<file path="config.mk">
export PLATFORM = sky130hd
export DESIGN_NAME = triangle_tangent_basis
export DESIGN_NICKNAME = d
export VERILOG_FILES = /design/src/hdl/ttb_pkg.sv /design/src/hdl/ttb_mac.sv /design/src/hdl/ttb_div.sv /design/src/hdl/triangle_tangent_basis.sv
export SDC_FILE = /design/constraint.sdc
export NUM_CORES = 2
export LEC_CHECK = 0
export BUFFER_PORTS_ARGS = -buffer_cell sky130_fd_sc_hd__buf_2
export CORE_MARGIN = 3
export CORE_UTILIZATION = 47
export DETAILED_ROUTE_END_ITERATION = 16
export MAX_ROUTING_LAYER = met4
export PLACE_DENSITY = 0.74
export SLEW_MARGIN = 20
export SYNTH_ARGS = -nofsm -noshare
export SYNTH_HDL_FRONTEND = slang
export SYNTH_SLANG_ARGS = --single-unit
</file>
<file path="constraint.sdc">
create_clock -name clk -period 8.71 [get_ports clk]
set_clock_uncertainty 0.1 [all_clocks]
set_input_delay 0.4355 -clock clk [delete_from_list [all_inputs] [get_ports clk]]
set_output_delay 0.4355 -clock clk [all_outputs]
set_load 0.02 [all_outputs]
</file>
<file path="src/hdl/ttb_pkg.sv">
// ----------------------------------------------------------------------------
// ttb_pkg: shared types and constants for the triangle tangent basis block
// Corner codes, field widths, the fixed-point shift and the MAC request type.
// ----------------------------------------------------------------------------
package ttb_pkg;

	localparam int POS_WIDTH_DEF = 16;
	localparam int OUT_WIDTH_DEF = 32;
	localparam int TEX_WIDTH     = 16;

	// numerator is in 2^-20 units, determinant in 2^-24; one extra bit for rounding
	localparam int FRAC_SHIFT = 21;

	localparam logic [1:0] CORNER_FIRST  = 2'd0;
	localparam logic [1:0] CORNER_SECOND = 2'd1;
	localparam logic [1:0] CORNER_LAST   = 2'd2;

	typedef enum logic {
		MAC_LOAD,
		MAC_SUB
	} mac_op_t;

	typedef struct packed {
		logic    issue;
		mac_op_t op;
	} mac_req_t;

endpackage

</file>
<file path="src/hdl/ttb_mac.sv">
// ----------------------------------------------------------------------------
// ttb_mac: shared multiply-accumulate unit
// Registered signed multiply, then load or subtract into the accumulator.
// ----------------------------------------------------------------------------
module ttb_mac import ttb_pkg::*; #(
	parameter int AW = 17,
	parameter int BW = 17,
	parameter int NW = 35
) (
	input  logic                 clk,
	input  logic                 arst_n,
	input  mac_req_t             req,
	input  logic signed [AW-1:0] op_a,
	input  logic signed [BW-1:0] op_b,
	output logic signed [NW-1:0] acc
);

	localparam int PW = AW + BW;

	logic                 vld_s1;
	mac_op_t              op_s1;
	logic signed [PW-1:0] prod_s1;
	logic signed [NW-1:0] prod_ext;
	logic signed [NW-1:0] acc_q;

	always_ff @(posedge clk or negedge arst_n) begin
		if (!arst_n) begin
			vld_s1 <= 1'b0;
		end else begin
			vld_s1 <= req.issue;
		end
	end

	always_ff @(posedge clk) begin
		op_s1   <= req.op;
		prod_s1 <= op_a * op_b;
		if (vld_s1) begin
			if (op_s1 == MAC_LOAD) begin
				acc_q <= prod_ext;
			end else begin
				acc_q <= acc_q - prod_ext;
			end
		end
	end

	assign prod_ext = {{(NW-PW){prod_s1[PW-1]}}, prod_s1};
	assign acc      = acc_q;

endmodule

</file>
<file path="src/hdl/ttb_div.sv">
// ----------------------------------------------------------------------------
// ttb_div: serial divider with rounding and saturation
// Computes round(num * 2^20 / den), half away from zero, one quotient bit per
// cycle, and clamps to the signed OW-bit range.
// ----------------------------------------------------------------------------
module ttb_div import ttb_pkg::*; #(
	parameter int NW = 35,
	parameter int OW = 32
) (
	input  logic                 clk,
	input  logic                 arst_n,
	input  logic                 start,
	input  logic signed [NW-1:0] num,
	input  logic signed [NW-1:0] den,
	output logic                 done,
	output logic signed [OW-1:0] quot
);

	localparam int EXW = NW + FRAC_SHIFT + OW + 1;
	localparam int CW  = $clog2(OW + 2);
	localparam logic [OW:0] LIMIT   = (OW+1)'(1) << (OW - 1);
	localparam logic [OW:0] POS_MAX = LIMIT - (OW+1)'(1);

	typedef enum logic [1:0] {
		DV_IDLE,
		DV_PREP,
		DV_ITER,
		DV_FIN
	} dv_state_t;

	dv_state_t           state_q;
	logic [NW-1:0]       an_q;
	logic [NW-1:0]       ad_q;
	logic                neg_q;
	logic                sat_q;
	logic [NW-1:0]       rem_q;
	logic [OW:0]         lo_q;
	logic [OW:0]         q_q;
	logic [CW-1:0]       cnt_q;
	logic                done_q;
	logic signed [OW-1:0] quot_q;

	logic [NW-1:0]  num_mag;
	logic [NW-1:0]  den_mag;
	logic [EXW-1:0] ext;
	logic [EXW-1:0] hi;
	logic           sat_d;
	logic [NW:0]    trial;
	logic [NW:0]    diff;
	logic           fits;
	logic [OW+1:0]  rnd;
	logic [OW:0]    mag;
	logic [OW:0]    sel_mag;
	logic [OW:0]    neg_mag;
	logic [OW-1:0]  quot_d;

	always_comb begin
		num_mag = num[NW-1] ? (NW'(0) - num) : num;
		den_mag = den[NW-1] ? (NW'(0) - den) : den;
		ext     = EXW'(an_q) << FRAC_SHIFT;
		hi      = ext >> (OW + 1);
		sat_d   = hi >= EXW'(ad_q);
		trial   = {rem_q, lo_q[OW]};
		fits    = trial >= {1'b0, ad_q};
		diff    = trial - {1'b0, ad_q};
		rnd     = {1'b0, q_q} + (OW+2)'(1);
		mag     = rnd[OW+1:1];
		if (neg_q) begin
			sel_mag = (sat_q || mag > LIMIT) ? LIMIT : mag;
		end else begin
			sel_mag = (sat_q || mag > POS_MAX) ? POS_MAX : mag;
		end
		neg_mag = (OW+1)'(0) - sel_mag;
		quot_d  = neg_q ? neg_mag[OW-1:0] : sel_mag[OW-1:0];
	end

	always_ff @(posedge clk or negedge arst_n) begin
		if (!arst_n) begin
			state_q <= DV_IDLE;
			an_q    <= '0;
			ad_q    <= '0;
			neg_q   <= 1'b0;
			sat_q   <= 1'b0;
			rem_q   <= '0;
			lo_q    <= '0;
			q_q     <= '0;
			cnt_q   <= '0;
			done_q  <= 1'b0;
			quot_q  <= '0;
		end else begin
			done_q <= (state_q == DV_FIN);
			case (state_q)
				DV_IDLE: begin
					if (start) begin
						an_q    <= num_mag;
						ad_q    <= den_mag;
						neg_q   <= num[NW-1] ^ den[NW-1];
						state_q <= DV_PREP;
					end
				end
				DV_PREP: begin
					// preload the remainder with the high part; the rest shifts in
					sat_q   <= sat_d;
					rem_q   <= hi[NW-1:0];
					lo_q    <= ext[OW:0];
					q_q     <= '0;
					cnt_q   <= CW'(OW + 1);
					state_q <= sat_d ? DV_FIN : DV_ITER;
				end
				DV_ITER: begin
					rem_q <= fits ? diff[NW-1:0] : trial[NW-1:0];
					q_q   <= {q_q[OW-1:0], fits};
					lo_q  <= {lo_q[OW-1:0], 1'b0};
					cnt_q <= cnt_q - CW'(1);
					if (cnt_q == CW'(1)) begin
						state_q <= DV_FIN;
					end
				end
				DV_FIN: begin
					quot_q  <= quot_d;
					state_q <= DV_IDLE;
				end
				default: begin
					state_q <= DV_IDLE;
				end
			endcase
		end
	end

	assign done = done_q;
	assign quot = quot_q;

endmodule

</file>
<file path="src/hdl/triangle_tangent_basis.sv">
// ----------------------------------------------------------------------------
// triangle_tangent_basis: per-triangle tangent and bitangent from UVs
// Usage:
//   Vertex channel (vtx_*) takes one corner per transfer. Corners 0 and 1 are
//   held; corner 2 completes the triangle and starts the computation. Corner
//   code 3 is dropped. A held corner stays until overwritten.
//   Result channel (res_*) gives one transfer per corner 2: tangent and
//   bitangent in signed Q15.16, saturated, plus a degenerate flag when the UV
//   determinant is zero (vectors then zero).
// Timing:
//   Corners 0 and 1 leave vtx_ready high. Corner 2 keeps vtx_ready low until
//   the result register is loaded, for less time when quotients saturate or
//   the triangle is degenerate. The cost is set by the serial divider, one
//   quotient bit per cycle for each of six components; the fourteen products
//   share one multiply-accumulate unit.
//   The result register holds one finished triangle; corners 0 and 1 are
//   taken while it waits, and a new triangle waits for the register to free.
// Reset:
//   arst_n clears the held corners to zero and drops res_valid.
// ----------------------------------------------------------------------------
module triangle_tangent_basis import ttb_pkg::*; #(
	parameter int POS_WIDTH = POS_WIDTH_DEF,
	parameter int OUT_WIDTH = OUT_WIDTH_DEF
) (
	input  logic                        clk,
	input  logic                        arst_n,
	input  logic                        vtx_valid,
	output logic                        vtx_ready,
	input  logic [1:0]                  corner,
	input  logic signed [POS_WIDTH-1:0] pos_x,
	input  logic signed [POS_WIDTH-1:0] pos_y,
	input  logic signed [POS_WIDTH-1:0] pos_z,
	input  logic signed [TEX_WIDTH-1:0] tex_u,
	input  logic signed [TEX_WIDTH-1:0] tex_v,
	output logic                        res_valid,
	input  logic                        res_ready,
	output logic signed [OUT_WIDTH-1:0] tangent_x,
	output logic signed [OUT_WIDTH-1:0] tangent_y,
	output logic signed [OUT_WIDTH-1:0] tangent_z,
	output logic signed [OUT_WIDTH-1:0] bitangent_x,
	output logic signed [OUT_WIDTH-1:0] bitangent_y,
	output logic signed [OUT_WIDTH-1:0] bitangent_z,
	output logic                        degenerate
);

	localparam int EW = POS_WIDTH + 1;
	localparam int DW = TEX_WIDTH + 1;
	localparam int MB = (EW > DW) ? EW : DW;
	localparam int NW = MB + DW + 1;

	typedef enum logic [2:0] {
		ST_IDLE,
		ST_MUL_A,
		ST_MUL_B,
		ST_DRAIN,
		ST_EVAL,
		ST_DIV,
		ST_OUT
	} state_t;

	typedef enum logic [2:0] {
		JOB_DET,
		JOB_TX,
		JOB_TY,
		JOB_TZ,
		JOB_BX,
		JOB_BY,
		JOB_BZ
	} job_t;

	state_t state_q;
	job_t   job_q;

	logic signed [POS_WIDTH-1:0] hpos_q [0:1][0:2];
	logic signed [TEX_WIDTH-1:0] htex_q [0:1][0:1];
	logic signed [EW-1:0]        e1_q [0:2];
	logic signed [EW-1:0]        e2_q [0:2];
	logic signed [DW-1:0]        d1u_q;
	logic signed [DW-1:0]        d1v_q;
	logic signed [DW-1:0]        d2u_q;
	logic signed [DW-1:0]        d2v_q;
	logic signed [NW-1:0]        det_q;
	logic                        degen_q;
	logic signed [OUT_WIDTH-1:0] res_q [0:5];
	logic                        div_start_q;

	logic                        res_valid_q;
	logic signed [OUT_WIDTH-1:0] tangent_x_q;
	logic signed [OUT_WIDTH-1:0] tangent_y_q;
	logic signed [OUT_WIDTH-1:0] tangent_z_q;
	logic signed [OUT_WIDTH-1:0] bitangent_x_q;
	logic signed [OUT_WIDTH-1:0] bitangent_y_q;
	logic signed [OUT_WIDTH-1:0] bitangent_z_q;
	logic                        degenerate_q;

	mac_req_t                    mac_req;
	logic signed [DW-1:0]        op_a;
	logic signed [MB-1:0]        op_b;
	logic signed [EW-1:0]        e1_sel;
	logic signed [EW-1:0]        e2_sel;
	logic                        ph_a;
	logic signed [NW-1:0]        acc;
	logic                        div_done;
	logic signed [OUT_WIDTH-1:0] quot;

	// operand select: every job is a*b - c*d over two MAC slots
	always_comb begin
		ph_a = (state_q == ST_MUL_A);
		case (job_q)
			JOB_TX, JOB_BX: begin
				e1_sel = e1_q[0];
				e2_sel = e2_q[0];
			end
			JOB_TY, JOB_BY: begin
				e1_sel = e1_q[1];
				e2_sel = e2_q[1];
			end
			default: begin
				e1_sel = e1_q[2];
				e2_sel = e2_q[2];
			end
		endcase
		case (job_q)
			JOB_TX, JOB_TY, JOB_TZ: begin
				op_a = ph_a ? d2v_q : d1v_q;
				op_b = ph_a ? MB'(e1_sel) : MB'(e2_sel);
			end
			JOB_BX, JOB_BY, JOB_BZ: begin
				op_a = ph_a ? d1u_q : d2u_q;
				op_b = ph_a ? MB'(e2_sel) : MB'(e1_sel);
			end
			default: begin
				op_a = ph_a ? d1u_q : d2u_q;
				op_b = ph_a ? MB'(d2v_q) : MB'(d1v_q);
			end
		endcase
		mac_req.issue = (state_q == ST_MUL_A) || (state_q == ST_MUL_B);
		mac_req.op    = ph_a ? MAC_LOAD : MAC_SUB;
	end

	always_ff @(posedge clk or negedge arst_n) begin
		if (!arst_n) begin
			state_q       <= ST_IDLE;
			job_q         <= JOB_DET;
			div_start_q   <= 1'b0;
			degen_q       <= 1'b0;
			det_q         <= '0;
			d1u_q         <= '0;
			d1v_q         <= '0;
			d2u_q         <= '0;
			d2v_q         <= '0;
			for (int i = 0; i < 2; i++) begin
				for (int k = 0; k < 3; k++) begin
					hpos_q[i][k] <= '0;
				end
				htex_q[i][0] <= '0;
				htex_q[i][1] <= '0;
			end
			for (int k = 0; k < 3; k++) begin
				e1_q[k] <= '0;
				e2_q[k] <= '0;
			end
			for (int j = 0; j < 6; j++) begin
				res_q[j] <= '0;
			end
			res_valid_q   <= 1'b0;
			tangent_x_q   <= '0;
			tangent_y_q   <= '0;
			tangent_z_q   <= '0;
			bitangent_x_q <= '0;
			bitangent_y_q <= '0;
			bitangent_z_q <= '0;
			degenerate_q  <= 1'b0;
		end else begin
			// kick the divider once per vector component
			div_start_q <= (state_q == ST_EVAL) && (job_q != JOB_DET);
			// ST_OUT reloads the result register itself
			if (res_valid_q && res_ready && state_q != ST_OUT) begin
				res_valid_q <= 1'b0;
			end
			case (state_q)
				ST_IDLE: begin
					if (vtx_valid) begin
						if (corner == CORNER_FIRST || corner == CORNER_SECOND) begin
							hpos_q[corner[0]][0] <= pos_x;
							hpos_q[corner[0]][1] <= pos_y;
							hpos_q[corner[0]][2] <= pos_z;
							htex_q[corner[0]][0] <= tex_u;
							htex_q[corner[0]][1] <= tex_v;
						end else if (corner == CORNER_LAST) begin
							e1_q[0] <= EW'(hpos_q[1][0]) - EW'(hpos_q[0][0]);
							e1_q[1] <= EW'(hpos_q[1][1]) - EW'(hpos_q[0][1]);
							e1_q[2] <= EW'(hpos_q[1][2]) - EW'(hpos_q[0][2]);
							e2_q[0] <= EW'(pos_x) - EW'(hpos_q[0][0]);
							e2_q[1] <= EW'(pos_y) - EW'(hpos_q[0][1]);
							e2_q[2] <= EW'(pos_z) - EW'(hpos_q[0][2]);
							d1u_q   <= DW'(htex_q[1][0]) - DW'(htex_q[0][0]);
							d1v_q   <= DW'(htex_q[1][1]) - DW'(htex_q[0][1]);
							d2u_q   <= DW'(tex_u) - DW'(htex_q[0][0]);
							d2v_q   <= DW'(tex_v) - DW'(htex_q[0][1]);
							job_q   <= JOB_DET;
							state_q <= ST_MUL_A;
						end
					end
				end
				ST_MUL_A: begin
					state_q <= ST_MUL_B;
				end
				ST_MUL_B: begin
					state_q <= ST_DRAIN;
				end
				ST_DRAIN: begin
					state_q <= ST_EVAL;
				end
				ST_EVAL: begin
					if (job_q == JOB_DET) begin
						if (acc == '0) begin
							degen_q <= 1'b1;
							state_q <= ST_OUT;
						end else begin
							det_q   <= acc;
							degen_q <= 1'b0;
							job_q   <= JOB_TX;
							state_q <= ST_MUL_A;
						end
					end else begin
						state_q <= ST_DIV;
					end
				end
				ST_DIV: begin
					if (div_done) begin
						// components arrive in output order; shift them toward slot 0
						for (int j = 0; j < 5; j++) begin
							res_q[j] <= res_q[j+1];
						end
						res_q[5] <= quot;
						if (job_q == JOB_BZ) begin
							state_q <= ST_OUT;
						end else begin
							job_q   <= job_t'(job_q + 3'd1);
							state_q <= ST_MUL_A;
						end
					end
				end
				ST_OUT: begin
					if (!res_valid_q || res_ready) begin
						res_valid_q   <= 1'b1;
						tangent_x_q   <= degen_q ? '0 : res_q[0];
						tangent_y_q   <= degen_q ? '0 : res_q[1];
						tangent_z_q   <= degen_q ? '0 : res_q[2];
						bitangent_x_q <= degen_q ? '0 : res_q[3];
						bitangent_y_q <= degen_q ? '0 : res_q[4];
						bitangent_z_q <= degen_q ? '0 : res_q[5];
						degenerate_q  <= degen_q;
						state_q       <= ST_IDLE;
					end
				end
				default: begin
					state_q <= ST_IDLE;
				end
			endcase
		end
	end

	ttb_mac #(
		.AW (DW),
		.BW (MB),
		.NW (NW)
	) u_mac (
		.clk    (clk),
		.arst_n (arst_n),
		.req    (mac_req),
		.op_a   (op_a),
		.op_b   (op_b),
		.acc    (acc)
	);

	ttb_div #(
		.NW (NW),
		.OW (OUT_WIDTH)
	) u_div (
		.clk    (clk),
		.arst_n (arst_n),
		.start  (div_start_q),
		.num    (acc),
		.den    (det_q),
		.done   (div_done),
		.quot   (quot)
	);

	assign vtx_ready   = (state_q == ST_IDLE);
	assign res_valid   = res_valid_q;
	assign tangent_x   = tangent_x_q;
	assign tangent_y   = tangent_y_q;
	assign tangent_z   = tangent_z_q;
	assign bitangent_x = bitangent_x_q;
	assign bitangent_y = bitangent_y_q;
	assign bitangent_z = bitangent_z_q;
	assign degenerate  = degenerate_q;

endmodule

</file>
-- After elaboration in Yosys (flattened, before gate mapping)
Cells that the tools add are included.
Widths: inputs -> output; s select.
- add/subtract/negate cells: 18
- $mul: 1
- $lt $le $gt $ge: 6
- eq/ne operators: 29
- mux-type cells: 67
- bitwise operators: 4
- reductions and logical operators: 32
- operator list (operator ; count):
    $mux 32 ; 12
    $bwmux 96 ; 3
    $sub 16x16->17 ; 10
    $demux 48 s1 ; 3
    $mux 35 ; 4
    $pmux 33 s2 ; 2
    $bwmux 64 ; 2
    $pmux 17 s2 ; 3
    $mux 17 ; 5
    $pmux 35 s2 ; 1
    $sub 1x35->35 const A ; 2
    $demux 32 s1 ; 2
    $mux 48 ; 1
    $mux 3 ; 15
    $ge 36x35->1 ; 1
    $ge 23x35->1 ; 1
    $logic_not 35->1 ; 1
    $sub 35x34->35 ; 1
    $sub 35x35->35 ; 1
    $add 33x1->34 const B ; 1
    $mul 17x17->34 ; 1
    $gt 33x31->1 const B ; 1
    $gt 33x32->1 const B ; 1
    $mux 16 ; 2
    37 further kinds ; 81
- register bits after elaboration: 1044
- bits of input ports: 86
- output and inout bits: 195
- logic and storage cells: 211

-- Logic depth before layout (Yosys ltp)
- word-level depth: 8
- depth in mapped cells: 34

-- By module
A second synthesis with hierarchy kept.
- cells, all modules: 6890
- area, all modules: 66877.9 µm²
- by module, submodules not included (module ; instances ; cells an instance ; area each (µm²)):
    triangle_tangent_basis ; 1 ; 3583 ; 37673.6
    ttb_mac ; 1 ; 1587 ; 14888.0
    ttb_div ; 1 ; 1720 ; 14316.2

-- Least setup slack after synthesis
OpenSTA, ideal clock, no wires.
- kind: reg2reg
- from: reg state_q[0]
- to: reg u_mac.prod_s1[33]
- setup time: 0.121 ns
- arrival: 7.724 ns
- data required time: 8.489 ns
- path slack: 0.765 ns
- cell stages (with the launch flop): 30
- buffers on the path: 3
- period minus slack after synthesis: 7.945 ns
- path through: dfrtp_1 clkbuf_1 nor3b_1 nor2_1 a21oi_1 clkbuf_1 o22ai_1 o21ai_1 clkbuf_1 nor2_1 fa_1 inv_1 fa_1 fa_1 fa_1 inv_1 fa_1 inv_1 fa_1 inv_1 ha_1 and2_1 nand3_1 o21ai_0 a211oi_1 nor3_1 a211oi_1 o31ai_1 a21oi_1 xnor2_1
- word-level cells in the longest chain between the ends: 4
- elaborated cells on any way between the ends: 8
- ends and longest elaborated chain (item ; line ; source):
    from (decl) ; triangle_tangent_basis.sv:71 ; state_t state_q;
    from (signal assigned) ; triangle_tangent_basis.sv:143 ; state_q <= ST_IDLE;
    from (signal assigned) ; triangle_tangent_basis.sv:202 ; state_q <= ST_MUL_A;
    from (signal assigned) ; triangle_tangent_basis.sv:207 ; state_q <= ST_MUL_B;
    $eq 3x1->1 * ; triangle_tangent_basis.sv:108 ; ph_a = (state_q == ST_MUL_A);
    $mux 17, on equally long branches ; -- ;
    $pmux 17 s2 / $mux 17 (equally long branches) ; -- ;
    $mul 17x17->34 * ; ttb_mac.sv:36 ; prod_s1 <= op_a * op_b;
    to (signal assigned) ; ttb_mac.sv:36 ;
    to (decl) ; ttb_mac.sv:22 ; logic signed [PW-1:0] prod_s1;
Every way passes the cells marked *; elsewhere a longest branch is shown, timed or not.
A chain may end at the register's enable or synchronous reset.

-- Worst setup path after layout
- from: reg job_q[0]
- to: reg u_mac.prod_s1[24]
- word-level cells in the longest chain between the ends: 6
- elaborated cells on any way between the ends: 17
- ends and longest elaborated chain (item ; line ; source):
    from (decl) ; triangle_tangent_basis.sv:72 ; job_t job_q;
    from (signal assigned) ; triangle_tangent_basis.sv:240 ; job_q <= job_t'(job_q + 3'd1);
    $eq 3x3->1, or another cell as far along ; triangle_tangent_basis.sv:109, triangle_tangent_basis.sv:123 ;
    $reduce_or 2->1 ; triangle_tangent_basis.sv:109 ; case (job_q)
    $pmux 17 s2 ; triangle_tangent_basis.sv:109 ;
    $mux 17, on equally long branches ; triangle_tangent_basis.sv:130, triangle_tangent_basis.sv:126 ;
    $pmux 17 s2 ; triangle_tangent_basis.sv:123 ; case (job_q)
    $mul 17x17->34 * ; ttb_mac.sv:36 ;
Marks and branches as above.

==> results.sh <==
export IMPL_critical_path_max_fanout=19
export IMPL_syn_to_final_growth_pct=12.4
export IMPL_chipWidth_microns=379
export IMPL_design_die_area_sq_um=143000
export IMPL_io_pin_count=281
export IMPL_synth_area_sq_um=65300
export IMPL_routed_wl_microns=165000
export IMPL_endpoint_kind="register"
export IMPL_rsz0062_at_grt="no"
export IMPL_arrival_ps=8750
export IMPL_cts_tree="yes"
export IMPL_cp_slowest_cell="fa_1"
export IMPL_portBuffers=280
export IMPL_cts_clk_slew_worst_paths_ps=60
export IMPL_slew_violations=0
export IMPL_viasPerCell=5.53
export IMPL_cts_buffers=110
export IMPL_htree_levels=3
export IMPL_path_delay_family="adder cells"
export IMPL_final_setup_viol_count=0
export IMPL_start_kind="register"
export IMPL_wire_per_inst_microns=18.2
export IMPL_grt_pass1_wl_microns=265000
export IMPL_final_common_cell="nand2_1"
export IMPL_worstMarginPinSlew_ps=1120
export IMPL_clk_latency_ps=770
export IMPL_min_period_ps=8300
export IMPL_hold_viol=0
export IMPL_core_area_sq_um=138000
export IMPL_first_pass_iters=6
export IMPL_die_h_microns=379
export IMPL_initial_core_util_pct=47.4
export IMPL_grt_max_degree=198
export IMPL_ys_seq_area_share_pct=39.2
export IMPL_layout_common_cells="1,035 x nand2_1, 951 x dfrtp_1, 643 x inv_1"
export IMPL_grtUsageTotal_pct=23.4
export IMPL_fin_cells=9066
export IMPL_synth_main_ff_cell="dfrtp_1"
export IMPL_cts_root_buf="clkbuf_16"
export IMPL_worstSetupPathType="register to register"
export IMPL_clock_path_buffers=3
export IMPL_grt_pass1_vias=49600
export IMPL_async_flop_share_pct=93.2
export IMPL_yosysWarningCount=0
export IMPL_placedCellCount=8781
export IMPL_rows=136
export IMPL_slowest_delay_ps=570
export IMPL_drc=0
export IMPL_setup_tns_ps=0
export IMPL_fillCellCount=12000
export IMPL_netlist_instances=6919
export IMPL_synthesis_nets=7666
export IMPL_worst_path_most_repeated_cell="inv_1"
export IMPL_antenna_cells=0
export IMPL_ys_ff_latch=1023
export IMPL_hp_class="input port to register"
export IMPL_antenna_found_initial=1
export IMPL_pre_cts_slack_ps=251
export IMPL_setup_slack_ps=414
export IMPL_avgSynthCellArea_sq_um=9.43
export IMPL_finalCritPeriodShare_pct=95.2
export IMPL_ant_nets=0
export IMPL_synth_edf_count=35
export IMPL_cp_buffers_inverters=7
export IMPL_drv_cap=0
export IMPL_worst_ep_required_time_ps=9160
export IMPL_maxSlewHeadroom_pct=25.1
export IMPL_vias=50200
export IMPL_synth_cell_type_count=88
export IMPL_overflow=0
export IMPL_nets=7928
export IMPL_drive_gt1_share_pct=13.0
export IMPL_cts_sinks=1023
export IMPL_status="finished, final reports clean"
export IMPL_drt_initial_drc_count=3603
export IMPL_postCtsSetupBuffers=0
export IMPL_place_congestion=0.945
export IMPL_dpl_hpwl_microns=123000
export IMPL_max_freq_mhz=121
flip-flops by register name (all words and copies together), names as in the netlist, 33 cells and up:
register / cells
u_div.rem_q: 35
res_q: 192
u_mac.prod_s1: 34
u_div.ad_q: 35
hpos_q: 96
e2_q: 51
det_q: 35
u_div.an_q: 35
htex_q: 64
u_mac.acc: 35
u_div.q_q: 33
e1_q: 51
worst min-delay path, cell delays in order:
cell and delay, ps:
buf_2 100, nand2b_1 180, nand2_1 60
worst paths after layout:
| path | from | endpoint | slack (ps) | cells past startpoint |
|---|---|---|---|---|
| worst max-delay path | job_q[0] | u_mac.prod_s1[24] | 410 | 32 |
| worst min-delay path | res_ready | res_valid | 70 | 3 |
| worst max register to register | job_q[0] | u_mac.prod_s1[24] | 410 | 32 |
| worst min register to register | tangent_y[28] | tangent_y[28] | 360 | 2 |
| max in group asynchronous | arst_n | d1u_q[13] | 5990 | 4 |
| min in group asynchronous | arst_n | res_q[185] | 260 | 2 |
what timing repair did:
action,4_1_cts,5_1_grt
endpoints found under the setup margin,0,11
hold buffers,81,0
endpoints found under the hold margin,256,0
gates resized for setup,0,9
synthesized netlist by cell type, drive strengths merged (25+ instances only):
| master | number | area share, % |
|---|---|---|
| a31oi | 34 | 0.33 |
| xor2 | 154 | 2.1 |
| a21oi | 283 | 2.2 |
| fa | 308 | 9.4 |
| o21a | 35 | 0.40 |
| nand2b | 64 | 0.61 |
| or3 | 29 | 0.28 |
| inv | 645 | 3.7 |
| ha | 353 | 6.8 |
| mux2i | 76 | 1.2 |
| edfxtp | 35 | 1.6 |
| a21boi | 26 | 0.30 |
| dfxtp | 35 | 1.1 |
| nand4 | 29 | 0.29 |
| nor3 | 69 | 0.53 |
| o21ai | 562 | 4.3 |
| nor2b | 52 | 0.50 |
| nand2 | 1039 | 6.0 |
| buf | 34 | 0.25 |
| xnor2 | 158 | 2.1 |
| and3 | 25 | 0.24 |
| a22o | 28 | 0.38 |
| nand3 | 127 | 0.98 |
| dfrtp | 953 | 37 |
| or2 | 27 | 0.26 |
| nand3b | 207 | 2.4 |
| nor2 | 492 | 2.8 |
| clkbuf | 273 | 1.6 |
| a21o | 94 | 1.1 |
| o31ai | 48 | 0.55 |
| mux2 | 313 | 5.4 |
kinds of logic after synthesis:
kind of cell    Yosys count  share of synthesized area [%]
simple gates           2255                           16.0
compound gates         1327                           12.3
flops                  1023                           39.2
buf+inv                 952                           5.53
fa+ha+maj               661                           16.2
mux                     389                           6.57
xor+xnor                312                           4.20
layer usage:
layer / wire (microns) / part of all wire [%] / up-vias / global-route usage (%)
met5: 0 / 0 / - / -
met4: 5310 / 3.2 / 0 / 7.36
met3: 8780 / 5.3 / 299 / 2.97
met2: 77300 / 47 / 1376 / 37.6
met1: 73300 / 44 / 24600 / 31.0
li1: - / - / 23900 / -
layout make-up:
| class | count | area, sq um | area share (%) |
|---|---|---|---|
| Clock buffer | 154 | 3180 | 4.34 |
| Clock inverter | 49 | 682 | 0.929 |
| Inverter | 645 | 2420 | 3.30 |
| Multi-Input combinational cell | 4944 | 36200 | 49.3 |
| Sequential cell | 1023 | 25600 | 34.9 |
| Tap cell | 1794 | 2240 | 3.06 |
| Timing Repair Buffer | 457 | 3040 | 4.15 |
stage by stage:
| stage | area (sq um) | util, % | hold slack [ps] |
|---|---|---|---|
| floorplan | 65300 | - | 39.9 |
| detailed placement | 68600 | 49.9 | 350 |
| global route | 73400 | 53.3 | 107 |
| global placement | 68600 | 49.9 | 344 |
| CTS | 73300 | 53.3 | 16.0 |
| finish | 73400 | 53.3 | 72.8 |
Power is not shown: default switching activity piles up to over one toggle a cycle in this logic, so the estimate is an artifact.
